===== src/rtl/core/arpp_pkg.sv =====
// ----------------------------------------------------------------------------
// arpp_pkg: shared types and constants of the wind and rain pulse processor
// Opcodes, register indexes, reset values and divider sizing.
// ----------------------------------------------------------------------------
package arpp_pkg;

  // Item opcodes.
  typedef enum logic [2:0] {
    OP_WIND_EDGE  = 3'd0,
    OP_RAIN_EDGE  = 3'd1,
    OP_READ_SPEED = 3'd2,
    OP_READ_GUST  = 3'd3,
    OP_READ_RAIN  = 3'd4
  } opcode_t;

  // Sequencer states, one-hot.
  typedef enum logic [3:0] {
    ST_IDLE = 4'b0001,
    ST_EXEC = 4'b0010,
    ST_DIV  = 4'b0100,
    ST_DONE = 4'b1000
  } state_t;

  // Register indexes on the configuration port.
  localparam logic [1:0] REG_WIND_DEBOUNCE = 2'd0;
  localparam logic [1:0] REG_RAIN_DEBOUNCE = 2'd1;
  localparam logic [1:0] REG_CALM_TIMEOUT  = 2'd2;
  localparam logic [1:0] REG_SPEED_SCALE   = 2'd3;

  localparam int ADDR_BITS = 4;

  // Register reset values.
  localparam logic [7:0]  WIND_DEBOUNCE_RST = 8'd10;
  localparam logic [9:0]  RAIN_DEBOUNCE_RST = 10'd100;
  localparam logic [15:0] CALM_TIMEOUT_RST  = 16'd3000;
  localparam logic [11:0] SPEED_SCALE_RST   = 12'd1492;

  // The dividend is speed_scale * 256, so it spans 20 bits.
  localparam int DIVIDEND_BITS = 20;
  localparam int STEP_BITS     = 5;
  localparam logic [STEP_BITS-1:0] DIV_STEPS = 5'd20;

  // Control and status exchanged with the divider.
  typedef struct packed {
    logic                     start;
    logic [DIVIDEND_BITS-1:0] dividend;
  } div_req_t;

  typedef struct packed {
    logic                     done;
    logic [DIVIDEND_BITS-1:0] quotient;
  } div_rsp_t;

endpackage


===== src/rtl/core/arpp_div.sv =====
// ----------------------------------------------------------------------------
// arpp_div: iterative restoring divider
// One compare and subtract per cycle, one quotient bit per step.
// ----------------------------------------------------------------------------
module arpp_div
  import arpp_pkg::*;
#(
  parameter int TIME_BITS = 32
) (
  input  logic                 clk,
  input  logic                 rst,
  input  div_req_t             req,
  input  logic [TIME_BITS-1:0] divisor,
  output div_rsp_t             rsp
);

  localparam int CW = (TIME_BITS > DIVIDEND_BITS + 1) ? TIME_BITS : DIVIDEND_BITS + 1;

  logic                     busy;
  logic [STEP_BITS-1:0]     steps;
  logic [DIVIDEND_BITS-1:0] rem;
  logic [DIVIDEND_BITS-1:0] quo;
  logic [TIME_BITS-1:0]     div_q;
  logic                     done;

  logic [CW-1:0] trial;
  logic [CW-1:0] div_ext;
  logic [CW-1:0] diff;
  logic          fits;

  // The partial remainder stays below both the divisor and 2^20.
  assign trial   = CW'({rem, quo[DIVIDEND_BITS-1]});
  assign div_ext = CW'(div_q);
  assign fits    = (trial >= div_ext);
  assign diff    = trial - div_ext;

  always_ff @(posedge clk) begin
    if (rst) begin
      busy  <= 1'b0;
      done  <= 1'b0;
      steps <= '0;
    end else begin
      done <= 1'b0;
      if (req.start) begin
        busy  <= 1'b1;
        steps <= DIV_STEPS;
        rem   <= '0;
        quo   <= req.dividend;
        div_q <= divisor;
      end else if (busy) begin
        rem   <= fits ? diff[DIVIDEND_BITS-1:0] : trial[DIVIDEND_BITS-1:0];
        quo   <= {quo[DIVIDEND_BITS-2:0], fits};
        steps <= steps - STEP_BITS'(1);
        if (steps == STEP_BITS'(1)) begin
          busy <= 1'b0;
          done <= 1'b1;
        end
      end
    end
  end

  assign rsp.done     = done;
  assign rsp.quotient = quo;

endmodule


===== src/rtl/core/anemometer_rain_pulse_processor.sv =====
// ----------------------------------------------------------------------------
// anemometer_rain_pulse_processor: wind and rain gauge pulse processor
// Debounces reed-switch edges, derives wind speed and gust, counts rain tips.
// ----------------------------------------------------------------------------
// Usage:
// Each input word carries an opcode and a millisecond timestamp and yields
// exactly one output word. Input words are taken with in_valid while
// in_stall is low; output words leave with out_valid and are held while
// out_stall is high. The block works on one word at a time: in_stall is low
// only in the idle state.
// A wind edge that passes its debounce goes from accept to output through
// decode, divider start, 20 divider steps, finish and the load of the
// output register; every other word goes through decode and load. A new
// word is accepted only after the previous one is in the output register.
// The 20-step restoring divider computes scale*256/elapsed for the wind
// speed.
// The output register parts the two sides: the next word is accepted while
// a finished word still waits for the receiver. If the receiver stalls, the
// following result waits in the done state and in_stall stays high.
// Reset (synchronous, active high) restores the register defaults, clears
// the times, speed, gust and rain count, sets the indicator level high and
// empties the output register. The APB port is ready every cycle.
// ----------------------------------------------------------------------------
module anemometer_rain_pulse_processor
  import arpp_pkg::*;
#(
  parameter int TIME_BITS = 32
) (
  input  logic                 clk,
  input  logic                 rst,
  // Configuration port.
  input  logic                 psel,
  input  logic                 penable,
  input  logic                 pwrite,
  input  logic [ADDR_BITS-1:0] paddr,
  input  logic [31:0]          pwdata,
  output logic [31:0]          prdata,
  output logic                 pready,
  // Input channel.
  input  logic                 in_valid,
  output logic                 in_stall,
  input  logic [2:0]           opcode,
  input  logic [31:0]          now_ms,
  // Output channel.
  output logic                 out_valid,
  input  logic                 out_stall,
  output logic [15:0]          read_value,
  output logic                 edge_accepted,
  output logic                 indicator
);

  // Configuration registers.
  logic [7:0]  wind_debounce_ms;
  logic [9:0]  rain_debounce_ms;
  logic [15:0] calm_timeout_ms;
  logic [11:0] speed_scale;

  // Block state.
  logic [TIME_BITS-1:0] last_wind_time;
  logic [TIME_BITS-1:0] last_rain_time;
  logic [15:0]          wind_speed;
  logic [15:0]          gust_max;
  logic [15:0]          rain_tips;
  logic                 indicator_level;

  // Sequencer and the latched input word.
  state_t               state;
  logic [2:0]           op_q;
  logic [TIME_BITS-1:0] now_q;

  // Result waiting to be loaded into the output register.
  logic [15:0] res_value;
  logic        res_accepted;
  logic        res_indicator;

  // Divider interface.
  div_req_t             div_req;
  div_rsp_t             div_rsp;
  logic [TIME_BITS-1:0] div_divisor;

  logic [TIME_BITS-1:0] wind_elapsed;
  logic [TIME_BITS-1:0] rain_elapsed;
  logic                 wind_pass;
  logic                 rain_pass;
  logic                 calm;
  logic [15:0]          speed_sat;
  logic                 cfg_write;
  logic                 out_free;

  // Elapsed times wrap modulo 2^TIME_BITS.
  assign wind_elapsed = now_q - last_wind_time;
  assign rain_elapsed = now_q - last_rain_time;
  assign wind_pass    = (wind_elapsed > TIME_BITS'(wind_debounce_ms));
  assign rain_pass    = (rain_elapsed > TIME_BITS'(rain_debounce_ms));
  assign calm         = (wind_elapsed > TIME_BITS'(calm_timeout_ms));

  // The quotient saturates at full scale of Q8.8.
  assign speed_sat = (div_rsp.quotient[DIVIDEND_BITS-1:16] != '0) ? 16'hFFFF :
                     div_rsp.quotient[15:0];

  assign cfg_write = psel && penable && pwrite;
  assign pready    = 1'b1;
  assign in_stall  = (state != ST_IDLE);
  assign out_free  = !out_valid || !out_stall;

  always_comb begin
    case (paddr[3:2])
      REG_WIND_DEBOUNCE: prdata = 32'(wind_debounce_ms);
      REG_RAIN_DEBOUNCE: prdata = 32'(rain_debounce_ms);
      REG_CALM_TIMEOUT:  prdata = 32'(calm_timeout_ms);
      REG_SPEED_SCALE:   prdata = 32'(speed_scale);
      default:           prdata = '0;
    endcase
  end

  arpp_div #(
    .TIME_BITS(TIME_BITS)
  ) u_div (
    .clk    (clk),
    .rst    (rst),
    .req    (div_req),
    .divisor(div_divisor),
    .rsp    (div_rsp)
  );

  always_ff @(posedge clk) begin
    if (rst) begin
      wind_debounce_ms <= WIND_DEBOUNCE_RST;
      rain_debounce_ms <= RAIN_DEBOUNCE_RST;
      calm_timeout_ms  <= CALM_TIMEOUT_RST;
      speed_scale      <= SPEED_SCALE_RST;
      last_wind_time   <= '0;
      last_rain_time   <= '0;
      wind_speed       <= '0;
      gust_max         <= '0;
      rain_tips        <= '0;
      indicator_level  <= 1'b1;
      state            <= ST_IDLE;
      out_valid        <= 1'b0;
      div_req.start    <= 1'b0;
    end else begin
      div_req.start <= 1'b0;

      if (cfg_write) begin
        case (paddr[3:2])
          REG_WIND_DEBOUNCE: wind_debounce_ms <= pwdata[7:0];
          REG_RAIN_DEBOUNCE: rain_debounce_ms <= pwdata[9:0];
          REG_CALM_TIMEOUT:  calm_timeout_ms  <= pwdata[15:0];
          REG_SPEED_SCALE:   speed_scale      <= pwdata[11:0];
          default: ;
        endcase
      end

      if (out_valid && !out_stall) begin
        out_valid <= 1'b0;
      end

      case (state)
        ST_IDLE: begin
          if (in_valid) begin
            op_q  <= opcode;
            now_q <= TIME_BITS'(now_ms);
            state <= ST_EXEC;
          end
        end

        ST_EXEC: begin
          // Default result: nothing read, no edge taken, current indicator.
          res_value     <= '0;
          res_accepted  <= 1'b0;
          res_indicator <= indicator_level;
          state         <= ST_DONE;
          case (op_q)
            OP_WIND_EDGE: begin
              if (wind_pass) begin
                div_req.start    <= 1'b1;
                div_req.dividend <= {speed_scale, 8'h00};
                div_divisor      <= wind_elapsed;
                state            <= ST_DIV;
              end
            end
            OP_RAIN_EDGE: begin
              if (rain_pass) begin
                if (rain_tips != 16'hFFFF) begin
                  rain_tips <= rain_tips + 16'd1;
                end
                last_rain_time <= now_q;
                res_accepted   <= 1'b1;
              end
            end
            OP_READ_SPEED: begin
              if (calm) begin
                wind_speed <= '0;
                res_value  <= '0;
              end else begin
                res_value <= wind_speed;
              end
            end
            OP_READ_GUST: begin
              res_value <= gust_max;
              gust_max  <= '0;
            end
            OP_READ_RAIN: begin
              res_value <= rain_tips;
              rain_tips <= '0;
            end
            default: ;
          endcase
        end

        ST_DIV: begin
          if (div_rsp.done) begin
            wind_speed <= speed_sat;
            if (speed_sat > gust_max) begin
              gust_max <= speed_sat;
            end
            last_wind_time  <= now_q;
            indicator_level <= !indicator_level;
            res_accepted    <= 1'b1;
            res_indicator   <= !indicator_level;
            state           <= ST_DONE;
          end
        end

        ST_DONE: begin
          if (out_free) begin
            read_value    <= res_value;
            edge_accepted <= res_accepted;
            indicator     <= res_indicator;
            out_valid     <= 1'b1;
            state         <= ST_IDLE;
          end
        end

        default: state <= ST_IDLE;
      endcase
    end
  end

endmodule


===== config.mk =====
export PLATFORM = sky130hd
export DESIGN_NAME = anemometer_rain_pulse_processor
export DESIGN_NICKNAME = d
export VERILOG_FILES = /design/src/rtl/core/arpp_pkg.sv /design/src/rtl/core/arpp_div.sv /design/src/rtl/core/anemometer_rain_pulse_processor.sv
export SDC_FILE = /design/constraint.sdc
export NUM_CORES = 1
export LEC_CHECK = 0
export ABC_CLOCK_PERIOD_IN_PS = 4600
export BUFFER_PORTS_ARGS = -buffer_cell sky130_fd_sc_hd__buf_4
export CORE_MARGIN = 5
export CORE_UTILIZATION = 56
export CTS_CLUSTER_SIZE = 10
export DETAILED_ROUTE_END_ITERATION = 16
export GPL_TIMING_DRIVEN = 0
export HOLD_SLACK_MARGIN = 0.06
export PLACE_DENSITY = 0.78
export SKIP_CTS_REPAIR_TIMING = 1
export SLEW_MARGIN = 20
export SYNTH_ARGS = -nofsm -noshare
export SYNTH_HDL_FRONTEND = slang
export SYNTH_SLANG_ARGS = --single-unit
export TNS_END_PERCENT = 10

===== constraint.sdc =====
create_clock -name clk -period 4.6 [get_ports clk]
set_input_delay 0.23 -clock clk [delete_from_list [all_inputs] [get_ports clk]]
set_output_delay 0.23 -clock clk [all_outputs]
set_load 0.01 [all_outputs]

# --- Word level (Yosys, flattened, before mapping) ---
# Index checks and enable logic that the tools add are counted.
# W data, S select, Z words.
totals:
  in_bits: 78
  regBits: 359
op_classes:
  n_eq_ne: 22
  addsub: 5
  n_reduce_logical: 33
  mux: 40
  n_bitwise: 4
  n_lt_le_gt_ge: 5
op_table:
  columns: ["operator", "n"]
  rows:
  - ["$mux W16", 9]
  - ["$pmux W32 S4", 1]
  - ["$pmux W16 S2", 3]
  - ["$mux W20", 4]
  - ["$sub A32 B32 Y32", 2]
  - ["$pmux W16 S3", 1]
  - ["$ge A21 B32 Y1", 1]
  - ["$gt A32 B10 Y1", 1]
  - ["$gt A32 B16 Y1", 1]
  - ["$gt A32 B8 Y1", 1]
  - ["$mux W21", 1]
  - ["$mux W4", 5]
  - ["$sub A20 B20 Y20", 1]
  - ["$reduce_and A3 Y1", 6]
  - ["$add A16 B1 Y16 const B", 1]
  - ["$gt A16 B16 Y1", 1]
  - ["$ne A16 B16 Y1 const B", 1]
  - ["$pmux W4 S4", 1]
  - ["$reduce_and A2 Y1", 8]
  - ["$ne A2 B2 Y1 const B", 6]
  - ["$reduce_and A4 Y1", 3]
  - ["$mux W1", 11]
  - ["$mux W5", 2]
  - ["$eq A3 B2 Y1 const B", 2]
  - ["other kinds (23)", 36]

# --- Depth between registers and ports, before layout ---
logic_depth:
  ltp_word: 6
  depth_mapped: 21
  mapped_depth_nobuf: 20

# --- By module ---
# From an unflattened synthesis, not the netlist that was laid out.
unflattened:
  cells_unflattened: 2101
  area_unflattened_um2: 20434.6
modules_own_cells:
  columns: ["mod", "cells_per_inst", "area_per_inst_um2", "instances"]
  rows:
  - ["anemometer_rain_pulse_processor", 1740, 16180.5, 1]
  - ["arpp_div", 361, 4254.1, 1]

# --- Worst setup path before layout ---
# OpenSTA, ideal clock, no wires.
synth_timing:
  kind: "register to register"
  start: "register now_q[0]"
  end: "register div_divisor[0], enable pin"
  t_arrival_ps: 4662
  synth_period_minus_slack_ps: 5107
  path_stages_with_launch: 15
  t_required_ps: 4155
  setup_slack_ps: -507
  cell_sequence: "edfxtp_1 > inv_1 > ha_1 > fa_1 > nand2b_1 > a21oi_1 > o211ai_2 > a311oi_1 > a31oi_1 > nor4b_1 > a211o_1 > or4_1 > or4b_4 > nor4b_4 > nor2_1"
synth_between:
  elab_chain_cells: 3
synth_rtl:
  columns: ["item", "line_no", "source"]
  rows:
  - ["start, declared", "anemometer_rain_pulse_processor.sv:69", "logic [TIME_BITS-1:0] now_q;"]
  - ["start signal, assigned", "anemometer_rain_pulse_processor.sv:162", "now_q <= TIME_BITS'(now_ms);"]
  - ["$sub A32 B32 Y32", "anemometer_rain_pulse_processor.sv:91", "assign wind_elapsed = now_q - last_wind_time;"]
  - ["named net wind_elapsed[30]", "anemometer_rain_pulse_processor.sv:81", "logic [TIME_BITS-1:0] wind_elapsed;"]
  - ["$gt A32 B8 Y1", "anemometer_rain_pulse_processor.sv:93", "assign wind_pass = (wind_elapsed > TIME_BITS'(wind_debounce_ms));"]
  - ["$reduce_and A4 Y1 (no line)", null, null]
  - ["end signal, assigned", "anemometer_rain_pulse_processor.sv:178", "div_divisor <= wind_elapsed;"]
  - ["end, declared", "anemometer_rain_pulse_processor.sv:79", "logic [TIME_BITS-1:0] div_divisor;"]
# The timed path passes the listed nets, and every way through them passes these cells.
# A chain may end at the register's enable or synchronous reset.

# --- Worst setup path after layout ---
layout_timing:
  start: "register now_q[0]"
  end: "register rain_tips[6]"
layout_between:
  elab_chain_cells: 4
layout_rtl:
  columns: ["item", "line_no", "source"]
  rows:
  - ["$sub A32 B32 Y32", "anemometer_rain_pulse_processor.sv:92", "assign rain_elapsed = now_q - last_rain_time;"]
  - ["$gt A32 B10 Y1", "anemometer_rain_pulse_processor.sv:94", "assign rain_pass = (rain_elapsed > TIME_BITS'(rain_debounce_ms));"]
  - ["$ne A2 B2 Y1 (no line)", null, null]
  - ["$reduce_and A4 Y1 (no line)", null, null]
  - ["end signal, assigned", "anemometer_rain_pulse_processor.sv:185", "rain_tips <= rain_tips + 16'd1;"]
  - ["end, declared", "anemometer_rain_pulse_processor.sv:63", "logic [15:0] rain_tips;"]
# No other way between the ends.

==> results.json <==
{
  "worst_ep_arrival_time_ns": 5.27,
  "ctsLongestPathBuffers": 3,
  "min_from": "rst",
  "fp.dieW_um": 199,
  "netlist-cell-type-count": 87,
  "cts-root-buf": "clkbuf_16",
  "dr_total_vias": 16600,
  "drt_iter0_drc": 1098,
  "powerDensity_nw_per_um2": 301,
  "r2r_slack_ns": -0.21,
  "status": "finished, violations left",
  "drv_slew": 0,
  "dieArea_um2": 39600,
  "yosysWarnings": 0,
  "hold_depth": 4,
  "grt_max_degree": 45,
  "hold_viol": 0,
  "globalplace.congestion": 0.943,
  "synth-edff-count": 187,
  "syn_area_um2": 20000,
  "rsz0062_at_grt": "true",
  "worst_slew_pin_slew_ns": 1.13,
  "fill_cells": 2717,
  "netlist_instances": 2113,
  "period_share": 1.04,
  "drt-total-wl_um": 52400,
  "slew_headroom": 0.241,
  "crit_path_start_kind": "flip-flop",
  "drive_gt1_frac": 0.148,
  "power.total_mw": 7.25,
  "yosysSeqAreaShare": 0.453,
  "cellLeakagePower_nw": 9.16,
  "drtPass1Iterations": 6,
  "drc_errors": 0,
  "fin_skew_ns": 0.0220,
  "required_ns": 5.07,
  "area_growth_pct": 20.3,
  "fin_cells": 2850,
  "drtAntennaViolNets": 0,
  "dp.cells": 2692,
  "grt_pass1_wl_um": 80600,
  "met2_length_um": 26200,
  "clock-sinks": 359,
  "wl_met3_um": 3230,
  "grt_pass1_vias": 16000,
  "grt_usage": 0.252,
  "min_period_ns": 4.81,
  "setup_slack_ns": -0.205,
  "fin_setup_tns_ns": -13.68,
  "vias_per_cell": 5.82,
  "crit_path_max_fanout": 8,
  "reg2reg_depth": 22,
  "path_class": "flip-flop to flip-flop",
  "rows": 69,
  "r2r-start": "now_q[0]",
  "ir_drop_v": 0.000282,
  "synth_flop_cell": "edfxtp_1",
  "clkLatencyLatePin_ns": 0.57,
  "max_freq_ghz": 0.208,
  "violations": "setup timing",
  "final_cell_area_um2": 24100,
  "min_to": "rain_tips[7]",
  "rr_endpoint": "rain_tips[6]",
  "setup_viol": 100,
  "wl_per_cell_um": 18.4,
  "wl_met1_um": 20900,
  "io_pins": 131,
  "drv_cap": 0,
  "htree_num_levels": 2,
  "gr-total-overflow": 0,
  "diodes": 0,
  "async_flop_share": 0,
  "nets": 2573,
  "antenna_found_initial": 0,
  "place_area_um2": 21500,
  "top_layer_used": "met4",
  "endpoint_kind": "flip-flop",
  "dp_hpwl_um": 38400,
  "clk_pin_slew_ns": 0.06,
  "core_area_um2": 35400,
  "synth_seq_cells": 359,
  "io_buffers": 94,
  "numCtsBuffers": 43,
  "min_path_type": "primary input to flip-flop",
  "avgSynthCellArea_um2": 9.47,
  "start_util": 0.566,
  "fin_util": 0.680,
  "cts_tree": "yes",
  "die_h_um": 199
}
synthesized netlist by cell type (21+ instances only):
master	count	area, um2
clkbuf_1	76	285
mux2i_1	62	621
dfxtp_1	172	3440
o21ai_0	66	330
a21o_1	44	330
inv_1	170	638
nor3_1	25	125
xnor2_1	45	394
edfxtp_1	187	5620
nand2_1	236	886
nand4_1	33	206
a21oi_1	196	981
nor2b_1	25	156
nand2b_1	28	175
a31oi_1	21	131
xor2_1	24	210
ha_1	136	1700
nand3_1	28	140
nor2_1	203	762
per-layer routing:
layer,track usage,vias up
met3,0.0443,154
met2,0.449,567
met5,0,-
met4,0.0899,0
met1,0.307,7890
li1,-,7965
report_power, final:
| group | internal (mW) | switching (mW) | total [mW] |
|---|---|---|---|
| logic | 0.291 | 0.390 | 0.681 |
| registers | 3.38 | 0.0295 | 3.41 |
| clock network | 1.85 | 1.31 | 3.16 |
| total | 5.53 | 1.73 | 7.25 |
worst max path at each step:
stage,start,to,depth (start not counted)
floorplan,now_q[9],div_divisor[0],12
global placement,now_q[0],last_rain_time[2],21
detailed placement,now_q[0],last_rain_time[2],21
CTS,now_q[0],last_rain_time[24],21
global route,now_q[0],last_rain_time[24],22
finish,now_q[0],rain_tips[6],22
through the flow:
| stage | setup WS (ns) | hold WS [ns] |
|---|---|---|
| finish | -0.205 | 0.123 |
| global route | -0.387 | 0.167 |
| CTS | -1.95 | -0.195 |
| detailed placement | -1.89 | 0.405 |
| global placement | -1.77 | 0.401 |
| floorplan | 0.0535 | 0.329 |
kinds of logic after synthesis:
logic type,synth area share
other cells,0.000375
flops,0.453
simple gates,0.165
compound gates,0.158
xor+xnor,0.0302
buf+inv,0.0571
mux,0.0484
fa+ha+maj,0.0880
sequential cells by signal, summed over array words and instances, names as in the netlist, 13 cells and up:
name,count
read_value,16
now_q,32
last_wind_time,32
res_value,16
div_req,13
wind_speed,16
rain_tips,16
u_div.quo,20
div_divisor,32
u_div.rem,20
calm_timeout_ms,16
last_rain_time,32
u_div.div_ext,32
gust_max,16
cell usage in the layout (no fill, tap or decap), types with 62 or more instances in the layout:
cell / n
o21ai_0: 62
nand2_1: 233
buf_4: 138
inv_1: 167
mux2i_1: 62
edfxtp_1: 187
dfxtp_1: 172
a21oi_1: 187
clkbuf_1: 95
nor2_1: 198
ha_1: 124
worst max-delay path: stages (launching register included):
cell and delay (ns):
edfxtp_1 0.42, inv_2 0.11, ha_4 0.14, inv_2 0.04
fa_2 0.41, a211oi_2 0.29, o211ai_1 0.19, nand2_2 0.15
xnor2_2 0.12, ha_4 0.19, a211oi_2 0.20, o21ai_1 0.13
nor2_1 0.17, a211oi_2 0.13, or3_4 0.40, nor4_4 0.37
nand4_1 0.22, nor4_4 0.20, buf_6 0.17, buf_6 0.13
a21boi_4 0.09, buf_2 0.19, a31o_2 0.24
layout make-up:
cell class / count / area (um2) / area share
Inverter: 170 / 638 / 0.0265
Clock inverter: 4 / 60.1 / 0.00249
Timing Repair Buffer: 183 / 1600 / 0.0664
Tap cell: 461 / 577 / 0.0240
Multi-Input combinational cell: 1493 / 10300 / 0.430
Sequential cell: 359 / 9060 / 0.376
Buffer: 106 / 543 / 0.0226
Clock buffer: 74 / 1250 / 0.0520
Power figures use the tool's default switching activity.
